## src/rtl/core/eeg_pkg.sv

```systemverilog
`timescale 1ns / 1ps
// Shared types, constants and register indexes for the exponential envelope generator.
// Used by every module of the block; depends on nothing.
package eeg_pkg;

  localparam int LEVEL_W   = 24;
  localparam int COEF_W    = 24;
  localparam int HOLD_W    = 24;
  localparam int CURVE_W   = LEVEL_W + COEF_W;
  localparam int SUS_W     = LEVEL_W - 1;
  localparam int CFG_IDX_W = 3;

  localparam logic signed [LEVEL_W-1:0] FULL_SCALE = {2'b01, {(LEVEL_W-2){1'b0}}};
  localparam logic signed [LEVEL_W-1:0] LEVEL_MAX  = {1'b0, {(LEVEL_W-1){1'b1}}};
  localparam logic signed [LEVEL_W-1:0] LEVEL_MIN  = {1'b1, {(LEVEL_W-1){1'b0}}};
  localparam logic signed [LEVEL_W-1:0] LEVEL_ZERO = '0;

  // Sustain reset is 0.7 of full scale, rounded.
  localparam longint SUS_RESET_INT = ((longint'(1) << (LEVEL_W-2)) * 7 + 5) / 10;
  localparam logic [SUS_W-1:0] SUS_RESET = SUS_W'(SUS_RESET_INT);

  // Register indexes on the configuration port.
  localparam logic [CFG_IDX_W-1:0] REG_MODE    = 3'd0;
  localparam logic [CFG_IDX_W-1:0] REG_ATTACK  = 3'd1;
  localparam logic [CFG_IDX_W-1:0] REG_DECAY   = 3'd2;
  localparam logic [CFG_IDX_W-1:0] REG_RELEASE = 3'd3;
  localparam logic [CFG_IDX_W-1:0] REG_SUSTAIN = 3'd4;
  localparam logic [CFG_IDX_W-1:0] REG_HOLD    = 3'd5;

  typedef enum logic [1:0] {
    MODE_ADSR  = 2'd0,
    MODE_AHDSR = 2'd1,
    MODE_AHR   = 2'd2,
    MODE_AR    = 2'd3
  } mode_t;

  typedef enum logic [2:0] {
    PH_OFF     = 3'd0,
    PH_ATTACK  = 3'd1,
    PH_HOLD    = 3'd2,
    PH_DECAY   = 3'd3,
    PH_SUSTAIN = 3'd4,
    PH_RELEASE = 3'd5
  } phase_t;

  typedef struct packed {
    mode_t              mode;
    logic [CURVE_W-1:0] attack_crv;
    logic [CURVE_W-1:0] decay_crv;
    logic [CURVE_W-1:0] release_crv;
    logic [SUS_W-1:0]   sustain;
    logic [HOLD_W-1:0]  hold_samples;
  } cfg_t;

  typedef struct packed {
    logic signed [LEVEL_W-1:0] level;
    phase_t                    phase;
    logic                      gate_seen;
    logic [HOLD_W:0]           hold_count;
  } env_state_t;

endpackage

```

## src/rtl/core/eeg_regs.sv

```systemverilog
`timescale 1ns / 1ps
// Configuration register file of the envelope generator.
// Depends on eeg_pkg.
module eeg_regs (
  input  logic                            clk,
  input  logic                            rst,
  input  logic                            cfg_write,
  input  logic [eeg_pkg::CFG_IDX_W-1:0]   cfg_index,
  input  logic [eeg_pkg::CURVE_W-1:0]     cfg_data,
  output eeg_pkg::cfg_t                   cfg
);
  import eeg_pkg::*;

  always_ff @(posedge clk) begin
    if (rst) begin
      cfg.mode         <= MODE_ADSR;
      cfg.attack_crv   <= CURVE_W'(FULL_SCALE);
      cfg.decay_crv    <= '0;
      cfg.release_crv  <= '0;
      cfg.sustain      <= SUS_RESET;
      cfg.hold_samples <= '0;
    end else if (cfg_write) begin
      // Indexes beyond the list are dropped.
      case (cfg_index)
        REG_MODE:    cfg.mode         <= mode_t'(cfg_data[1:0]);
        REG_ATTACK:  cfg.attack_crv   <= cfg_data;
        REG_DECAY:   cfg.decay_crv    <= cfg_data;
        REG_RELEASE: cfg.release_crv  <= cfg_data;
        REG_SUSTAIN: cfg.sustain      <= cfg_data[SUS_W-1:0];
        REG_HOLD:    cfg.hold_samples <= cfg_data[HOLD_W-1:0];
        default: ;
      endcase
    end
  end

endmodule

```

## src/rtl/core/eeg_curve.sv

```systemverilog
`timescale 1ns / 1ps
// One-pole curve step: floor(level * coef / 2^24) + offset, saturated to the level range.
// Depends on eeg_pkg.
module eeg_curve (
  input  logic signed [eeg_pkg::LEVEL_W-1:0] lvl,
  input  logic [eeg_pkg::CURVE_W-1:0]        crv,
  output logic signed [eeg_pkg::LEVEL_W-1:0] result
);
  import eeg_pkg::*;

  logic [COEF_W-1:0]                coef;
  logic signed [LEVEL_W-1:0]        offset;
  logic signed [LEVEL_W+COEF_W:0]   prod;
  logic signed [LEVEL_W:0]          scaled;
  logic signed [LEVEL_W+1:0]        sum;

  assign coef   = crv[CURVE_W-1 -: COEF_W];
  assign offset = signed'(crv[LEVEL_W-1:0]);
  assign prod   = lvl * signed'({1'b0, coef});
  // Dropping the low bits of a two's complement product rounds toward minus infinity.
  assign scaled = signed'(prod[LEVEL_W+COEF_W:COEF_W]);
  assign sum    = signed'({scaled[LEVEL_W], scaled}) +
                  signed'({{2{offset[LEVEL_W-1]}}, offset});

  always_comb begin
    if (sum[LEVEL_W+1:LEVEL_W-1] == 3'b000 || sum[LEVEL_W+1:LEVEL_W-1] == 3'b111) begin
      result = sum[LEVEL_W-1:0];
    end else if (sum[LEVEL_W+1]) begin
      result = LEVEL_MIN;
    end else begin
      result = LEVEL_MAX;
    end
  end

endmodule

```

## src/rtl/core/eeg_step.sv

```systemverilog
`timescale 1ns / 1ps
// Next-state logic of the envelope: gate edge handling and the per-sample phase update.
// Depends on eeg_pkg and eeg_curve.
module eeg_step (
  input  logic                action,
  input  logic                gate,
  input  eeg_pkg::cfg_t       cfg,
  input  eeg_pkg::env_state_t cur,
  output eeg_pkg::env_state_t nxt
);
  import eeg_pkg::*;

  logic                      short_mode;
  logic [CURVE_W-1:0]        crv_sel;
  logic signed [LEVEL_W-1:0] crv_out;
  logic signed [LEVEL_W-1:0] sus_ext;
  logic signed [LEVEL_W-1:0] sus_val;

  assign short_mode = (cfg.mode == MODE_AHR) || (cfg.mode == MODE_AR);
  assign sus_ext    = signed'({1'b0, cfg.sustain});
  assign sus_val    = (sus_ext > FULL_SCALE) ? FULL_SCALE : sus_ext;

  always_comb begin
    unique case (cur.phase)
      PH_ATTACK: crv_sel = cfg.attack_crv;
      PH_DECAY:  crv_sel = cfg.decay_crv;
      default:   crv_sel = cfg.release_crv;
    endcase
  end

  eeg_curve u_curve (
    .lvl    (cur.level),
    .crv    (crv_sel),
    .result (crv_out)
  );

  always_comb begin
    nxt = cur;
    if (action) begin
      unique case (cur.phase)
        PH_ATTACK: begin
          nxt.level = crv_out;
          if (crv_out >= FULL_SCALE) begin
            unique case (cfg.mode)
              MODE_ADSR:              nxt.phase = PH_DECAY;
              MODE_AR:                nxt.phase = PH_RELEASE;
              MODE_AHDSR, MODE_AHR:   nxt.phase = PH_HOLD;
            endcase
          end
        end
        PH_HOLD: begin
          // Hold only counts in the modes that have a hold phase.
          if (cfg.mode == MODE_AHDSR || cfg.mode == MODE_AHR) begin
            if (cur.hold_count > {1'b0, cfg.hold_samples}) begin
              nxt.phase      = (cfg.mode == MODE_AHDSR) ? PH_DECAY : PH_RELEASE;
              nxt.hold_count = '0;
            end else begin
              nxt.hold_count = cur.hold_count + (HOLD_W+1)'(1);
            end
          end
        end
        PH_DECAY: begin
          if (!short_mode) begin
            if (crv_out <= sus_val) begin
              nxt.level = sus_val;
              nxt.phase = PH_SUSTAIN;
            end else begin
              nxt.level = crv_out;
            end
          end
        end
        PH_SUSTAIN: begin
          if (!short_mode) begin
            nxt.level = sus_val;
          end
        end
        PH_RELEASE: begin
          if (crv_out <= LEVEL_ZERO) begin
            nxt.level = LEVEL_ZERO;
            nxt.phase = PH_OFF;
            if (short_mode) begin
              nxt.gate_seen = 1'b0;
            end
          end else begin
            nxt.level = crv_out;
          end
        end
        default: ;
      endcase
    end else begin
      if (gate && !cur.gate_seen) begin
        nxt.phase      = PH_ATTACK;
        nxt.hold_count = '0;
      end else if (!gate && cur.gate_seen) begin
        nxt.phase = PH_RELEASE;
      end
      // Short modes never remember the gate, so every high gate retriggers.
      nxt.gate_seen = short_mode ? 1'b0 : gate;
    end
  end

endmodule

```

## src/rtl/core/exponential_envelope_generator_top.sv

```systemverilog
`timescale 1ns / 1ps
// Top level of the exponential envelope generator (ADSR, AHDSR, AHR, AR).
// Depends on eeg_pkg, eeg_regs, eeg_step and eeg_curve.
//
//   Channel   Handshake              Payload
//   --------  ---------------------  ------------------------------------
//   input     in_valid / in_stall    action, gate
//   output    out_valid / out_stall  level, phase, busy_res
//   config    cfg_write              cfg_index, cfg_data (no read-back)
//
// Each input transaction yields exactly one output transaction. The block
// takes one transaction per cycle unless the output stalls; each one passes
// through the input register, then the curve multiply-add into the result
// register. Reset (rst, synchronous, active high) clears the envelope state,
// both pipeline valids and loads the register defaults. A stalled output holds
// its result; the input register then fills and in_stall rises until space frees.
module exponential_envelope_generator_top (
  input  logic                               clk,
  input  logic                               rst,
  // Input channel.
  input  logic                               in_valid,
  output logic                               in_stall,
  input  logic                               action,
  input  logic                               gate,
  // Output channel.
  output logic                               out_valid,
  input  logic                               out_stall,
  output logic signed [eeg_pkg::LEVEL_W-1:0] level,
  output logic [2:0]                         phase,
  output logic                               busy_res,
  // Configuration write port.
  input  logic                               cfg_write,
  input  logic [eeg_pkg::CFG_IDX_W-1:0]      cfg_index,
  input  logic [eeg_pkg::CURVE_W-1:0]        cfg_data
);
  import eeg_pkg::*;

  cfg_t       cfg;
  env_state_t state;
  env_state_t state_next;

  // Input register.
  logic in_full;
  logic in_action;
  logic in_gate;
  logic in_take;
  logic advance;

  eeg_regs u_regs (
    .clk       (clk),
    .rst       (rst),
    .cfg_write (cfg_write),
    .cfg_index (cfg_index),
    .cfg_data  (cfg_data),
    .cfg       (cfg)
  );

  // The held transaction moves on when the result register is empty or is
  // being emptied in this same cycle.
  assign advance  = in_full && (!out_valid || !out_stall);
  assign in_stall = in_full && !advance;
  assign in_take  = in_valid && !in_stall;

  always_ff @(posedge clk) begin
    if (rst) begin
      in_full <= 1'b0;
    end else if (in_take) begin
      in_full <= 1'b1;
    end else if (advance) begin
      in_full <= 1'b0;
    end
  end

  always_ff @(posedge clk) begin
    if (in_take) begin
      in_action <= action;
      in_gate   <= gate;
    end
  end

  eeg_step u_step (
    .action (in_action),
    .gate   (in_gate),
    .cfg    (cfg),
    .cur    (state),
    .nxt    (state_next)
  );

  // Envelope state is committed only when a transaction is processed.
  always_ff @(posedge clk) begin
    if (rst) begin
      state.level      <= '0;
      state.phase      <= PH_OFF;
      state.gate_seen  <= 1'b0;
      state.hold_count <= '0;
    end else if (advance) begin
      state <= state_next;
    end
  end

  // Result register.
  always_ff @(posedge clk) begin
    if (rst) begin
      out_valid <= 1'b0;
    end else if (advance) begin
      out_valid <= 1'b1;
    end else if (!out_stall) begin
      out_valid <= 1'b0;
    end
  end

  always_ff @(posedge clk) begin
    if (advance) begin
      level    <= state_next.level;
      phase    <= state_next.phase;
      busy_res <= (state_next.phase != PH_OFF);
    end
  end

endmodule

```

## config.mk

```make
export PLATFORM = sky130hd
export DESIGN_NAME = exponential_envelope_generator_top
export DESIGN_NICKNAME = d
export VERILOG_FILES = /design/src/rtl/core/eeg_pkg.sv /design/src/rtl/core/eeg_regs.sv /design/src/rtl/core/eeg_curve.sv /design/src/rtl/core/eeg_step.sv /design/src/rtl/core/exponential_envelope_generator_top.sv
export SDC_FILE = /design/constraint.sdc
export NUM_CORES = 2
export LEC_CHECK = 0
export BUFFER_PORTS_ARGS = -buffer_cell sky130_fd_sc_hd__buf_2
export CAP_MARGIN = 40
export CORE_ASPECT_RATIO = 1.1
export CORE_MARGIN = 5
export CORE_UTILIZATION = 55
export CTS_BUF_LIST = sky130_fd_sc_hd__clkbuf_8
export DETAILED_ROUTE_END_ITERATION = 10
export PLACE_DENSITY = 0.81
export SYNTH_ARGS = -nofsm -noshare
export SYNTH_HDL_FRONTEND = slang
export SYNTH_HIERARCHICAL = 1
export SYNTH_SLANG_ARGS = --single-unit
```

## constraint.sdc

```tcl
create_clock -name clk -period 14.45 [get_ports clk]
set_input_delay 2.1675 -clock clk [delete_from_list [all_inputs] [get_ports clk]]
set_output_delay 2.1675 -clock clk [all_outputs]
set_load 0.03 [all_outputs]
```

### Word-level counts from Yosys, hierarchy flattened

Index checks and enable logic that the tools add are counted.

| cells by class | value |
|---|---|
| $add $sub $neg | 2 |
| multipliers | 1 |
| $lt $le $gt $ge | 5 |
| equality and inequality tests | 20 |
| mux-type cells | 32 |
| reductions and logical operators | 30 |

Operator list:

| kind | count |
|---|---|
| two-way mux 24 bit | 6 |
| two-way mux 25 bit | 4 |
| one-hot mux 24 bit (4 select lines) | 1 |
| one-hot mux 48 bit (2 select lines) | 1 |
| multiplier 24 x 25 -> 49 bit | 1 |
| two-way mux 29 bit | 1 |
| two-way mux 27 bit | 1 |
| adder 25 x 24 -> 26 bit | 1 |
| adder 25 x 1 -> 25 bit (second input constant) | 1 |
| > comparator 25 x 24 -> 1 bit | 1 |
| >= comparator 24 bit (second input constant) | 1 |
| less-or-equal comparator 24 x 1 -> 1 bit (second input constant) | 1 |
| less-or-equal comparator 24 bit | 1 |
| > comparator 23 bit (second input constant) | 1 |
| two-way mux 23 bit | 1 |
| two-way mux 3 bit | 7 |
| equality test 3 bit (second input constant) | 5 |
| equality test 3 x 2 -> 1 bit (second input constant) | 4 |
| inequality test 2 x 1 -> 1 bit (second input constant) | 6 |
| one-hot mux 3 bit (4 select lines) | 1 |
| AND reduction 2 bit | 6 |
| one-hot mux 3 bit (3 select lines) | 1 |
| AND reduction 4 bit | 2 |
| two-way mux 1 bit | 7 |
| other kinds (12) | 28 |

| storage, ports and cells | value |
|---|---|
| register bits after elaboration | 278 |
| word-level logic and storage cells | 107 |

### Longest topological paths before layout

| logic depth | value |
|---|---|
| word-level depth | 13 |
| mapped depth | 55 |

### By module

Netlist, hierarchy kept.

By module, submodules not included:

| module | instances | cells each | area an instance (um^2) |
|---|---|---|---|
| eeg_curve | 1 | 2334 | 20320.7 |
| eeg_regs | 1 | 698 | 7677.4 |
| eeg_step | 1 | 635 | 4240.3 |
| exponential_envelope_generator_top | 1 | 271 | 3433.3 |

### Least setup slack after synthesis

OpenSTA, ideal clock, no wires.

| timing | value |
|---|---|
| path type | register -> register |
| start | reg state[27] in the netlist's numbering |
| end | reg busy_res, data pin |
| arrival time | 11.888 ns |
| required time | 14.185 ns |
| setup slack | 2.296 ns |
| stages on the path, launching flop included | 50 |
| path buffers | 5 |
| period minus slack after synthesis | 12.154 ns |
| path through | dfxtp_1 buf_4 clkbuf_1 buf_1 mux2i_1 o21ai_0 clkbuf_1 nand2_1 fa_1 inv_1 fa_1 inv_1 fa_1 inv_1 fa_1 fa_1 fa_1 inv_1 (+14 left out) o21bai_1 a21o_1 a21o_1 a21oi_1 o21ai_0 o21bai_1 a21o_1 buf_1 a21o_1 ha_1 and4b_1 nand3_2 nor4_4 a21oi_2 a21boi_4 nor4_1 o22ai_1 or3_1 |

RTL lines:

| what | line | text |
|---|---|---|
| start, declared | exponential_envelope_generator_top.sv:39 | `env_state_t state;` |
| start signal, assigned | exponential_envelope_generator_top.sv:97 | `state <= state_next;` |
| end signal, assigned | exponential_envelope_generator_top.sv:116 | `busy_res <= (state_next.phase != PH_OFF);` |
| end, declared | exponential_envelope_generator_top.sv:30 | `output logic busy_res,` |

==> results by group <==
Critical path
  • R2r startpoint: state[28]
  • R2R Path End: busy_res
  • Worst path arrival time: 13790 ps
  • Most common cell on crit path: fa_1
  • Slowest-stage cell, CP: dfxtp_1
  • Reg2Reg Depth: 46
  • Critical Path Fanout Max: 30
  • CP Data Required Time: 14770 ps
  • Crit start category: flop
  • Crit Path Category: flop to flop
  • CP peak stage delay: 610 ps
  • Crit end category: flop
  • Flop-to-flop setup slack: 980 ps

Power and ir drop
  • Pwr Total: 1.77 mW
  • Leak pwr: 18.2 nW
  • Maximum vdd drop: 0.0000683 V
  • PD cells: 46.7 nW/um^2

STA
  • Setup tns final: 0 ps
  • Final Hold Fails: 0
  • Worst slack on hold paths: 472 ps
  • Clock Skew: 33.2 ps
  • Setup ws final: 982 ps
  • Fin crit period: 13470 ps
  • Fin. max-slew vios: 0
  • RSZ-0062 raised after global routing: no
  • Worst slew pin tran: 986 ps
  • Final setup vio count: 0
  • Fmax: 74.2 MHz
  • Final period utilization: 93.2%
  • Slew HR: 33.8%

Drt
  • Antenna viol nets, final: 0
  • Initial DRC Count: 1980
  • Drt wl/cell: 20.1 um
  • Routed wire length: 97.2 mm
  • Pre-Repair DR Iteration Count: 7
  • Vias post-DR: 27.6k
  • Vias per Instance: 5.72
  • # DRC: 0

Logic synthesis
  • Ys Warns: 6
  • Mapped Avg Cell Area: 9.06 sq um
  • EDFF count, synth: 30
  • FF+latch count, synth: 278
  • Post-Synth Simple-Gate Area: 20.4%
  • Sequential-to-total area share from yosys stat: 16.4%
  • Synthesized net count: 4756
  • Synth Instances: 3938
  • Compound-Gate Fraction of Synth Area: 7.90%
  • Distinct cells, synth: 99
  • FFs w/ async S/R, synth: 0%
  • Post-synthesis xor/xnor area fraction: 1.13%
  • Adder-cell share of the synthesized area: 36.8%
  • Main combinational cell family by area after synthesis: adder cells
  • Top_reg_cell synth: dfxtp_1
  • Post-synthesis mux area share: 8.28%
  • Area of the mapped netlist: 35700 sq um

Worst hold path
  • Hold EP: u_regs/cfg[172]
  • Hold/Removal Path Class: flop to flop
  • Hold_sp: u_regs/cfg[172]
  • Worst hold stages: 2

Placed design
  • Placer Congestion: 0.959
  • Pre-CTS WS: 1030 ps
  • DP HPWL: 74.9 mm
  • PortBufs: 87

Clock network
  • Clock Pin Slew Worst Setup and Hold Paths: 60 ps
  • CTS Buffer Depth: 3
  • Worst-Skew Late Latency: 610 ps
  • TritonCTS buffer count: 45
  • Post_cts resized: 0
  • Hold Buf Count CTS: 0
  • Htree depth: 2
  • Postcts setup bufs: 0
  • Root Buffer Master: clkbuf_8
  • CTS tree: yes
  • Clock sink count: 278

Floorplan
  • Ports: 88
  • # rows: 98
  • Initial Utilization: 55.2%
  • Die extent in x: 253 um
  • CORE AREA: 64600 sq um
  • Die height: 277 um
  • Die Footprint: 70100 sq um

GRT
  • Number of global-route vias before repair: 28.7k
  • Initial antenna violation count: 2
  • All-layer global routing usage: 27.4%
  • First-pass GRT wire length: 155 mm
  • Largest net degree at the start of global routing: 129
  • GRT Residual Overflow: 0

Finish
  • Utilization after layout: 58.6%
  • Commonest non-fill, non-tap cells in the layout: 599 x inv_1, 482 x fa_1, 437 x nand2_1, 358 x nand2b_1, 295 x mux2i_1
  • P&R area growth vs syn: 6.07%
  • N_diodes: 0
  • Final nets: 4757
  • Share of layout cells above drive strength 1: 7.55%
  • Most common cell after layout, fill and taps aside: inv_1

Job
  • Maxcap violations: 0

Outcome
  • Status: finished, final reports clean
[state kept, by name, indices dropped and copies added (netlist names)]
signal / flops
level: 24
out_valid: 1
state: 53
in_action: 1
busy_res: 1
in_full: 1
in_gate: 1
u_regs/cfg: 193
phase: 3
[metrics by stage]
stage                     cells  cell area, sq um
final                      4826             37800
after detailed placement   4742             36800
after CTS                  4826             37800
after global routing       4826             37800
after floorplan            3938             35700
after global placement     4732             36700
[layout make-up]
cell class                      count  area, sq um
Tap cell                          850         1060
Fill cell                        5541        26800
Timing Repair Buffer              162         1080
Inverter                          592         2220
Sequential cell                   278         5870
Clock buffer                       61          840
Multi-Input combinational cell   2860        26600
Clock inverter                     23          153
[report_power, final]
part | internal (mW) | switching, mW | total (mW)
clock network | 0.400 | 0.345 | 0.745
logic | 0.0781 | 0.132 | 0.210
registers | 0.797 | 0.0164 | 0.813
total | 1.28 | 0.494 | 1.77
[metal layers]
layer / GRT usage (%) / share of wire, % / vias up
li1: - / - / 12500
met5: 0 / 0 / -
met3: 3.43 / 5.5 / 322
met1: 32.8 / 38 / 13700
met4: 15.0 / 6.6 / 0
met2: 47.9 / 50 / 1009
[cells by family after synthesis]
kind of cell    Yosys count
simple gates           1349
buf+inv                 800
fa+ha+maj               760
compound gates          410
mux                     295
flops                   278
xor+xnor                 46
[critical path: cells and delay by family, from the launching register on]
kind	cells	cell delay, ps
adder cells (fa/ha/maj)	10	4580
AO/OA/AOI/OAI	17	4120
AND/OR/NAND/NOR	11	2580
buffers and inverters	7	1040
flip-flops	1	610
XOR/XNOR	1	190
[synthesized netlist by cell type, drive strengths merged (4+ instances only)]
cell    count  share of area [%]
inv       591                6.2
fa        482                 27
nand2     438                4.6
nand2b    359                6.3
mux2i     295                8.3
ha        278                9.8
and2      270                4.7
dfxtp     248                 14
clkbuf    155                1.6
o21ai     104                1.5
a21oi     101                1.5
nor2       77               0.81
a21o       60                1.3
buf        53                1.2
nand3      46               0.66
xnor2      34               0.83
edfxtp     30                2.5
nand4      26               0.46
nor2b      23               0.40
a221o      22               0.62
and2b      22               0.53
nor3       22               0.32
and3       14               0.25
a211oi     13               0.27
nor4       13               0.27
o21a       13               0.27
o21bai     12               0.26
xor2       12               0.29
a31oi       9               0.18
o311ai      9               0.22
a21boi      8               0.24
o211ai      7               0.16
or3         6               0.11
a32o        5               0.14
and4b       5               0.14
o22ai       5              0.088
o31ai       5               0.16
a221oi      4               0.12
a31o        4              0.098
nand4b      4              0.098
o41ai       4               0.15
or2         4              0.070
[how the worst max path moves through the flow]
stage	startpoint	endpoint	cells after the start
after detailed placement	state[28]	busy_res	47
after global placement	state[28]	busy_res	47
after global routing	state[28]	busy_res	47
final	state[28]	busy_res	46
after floorplan	state[27]	busy_res	49
after CTS	state[28]	busy_res	47
(Power assumes the default switching activity.)
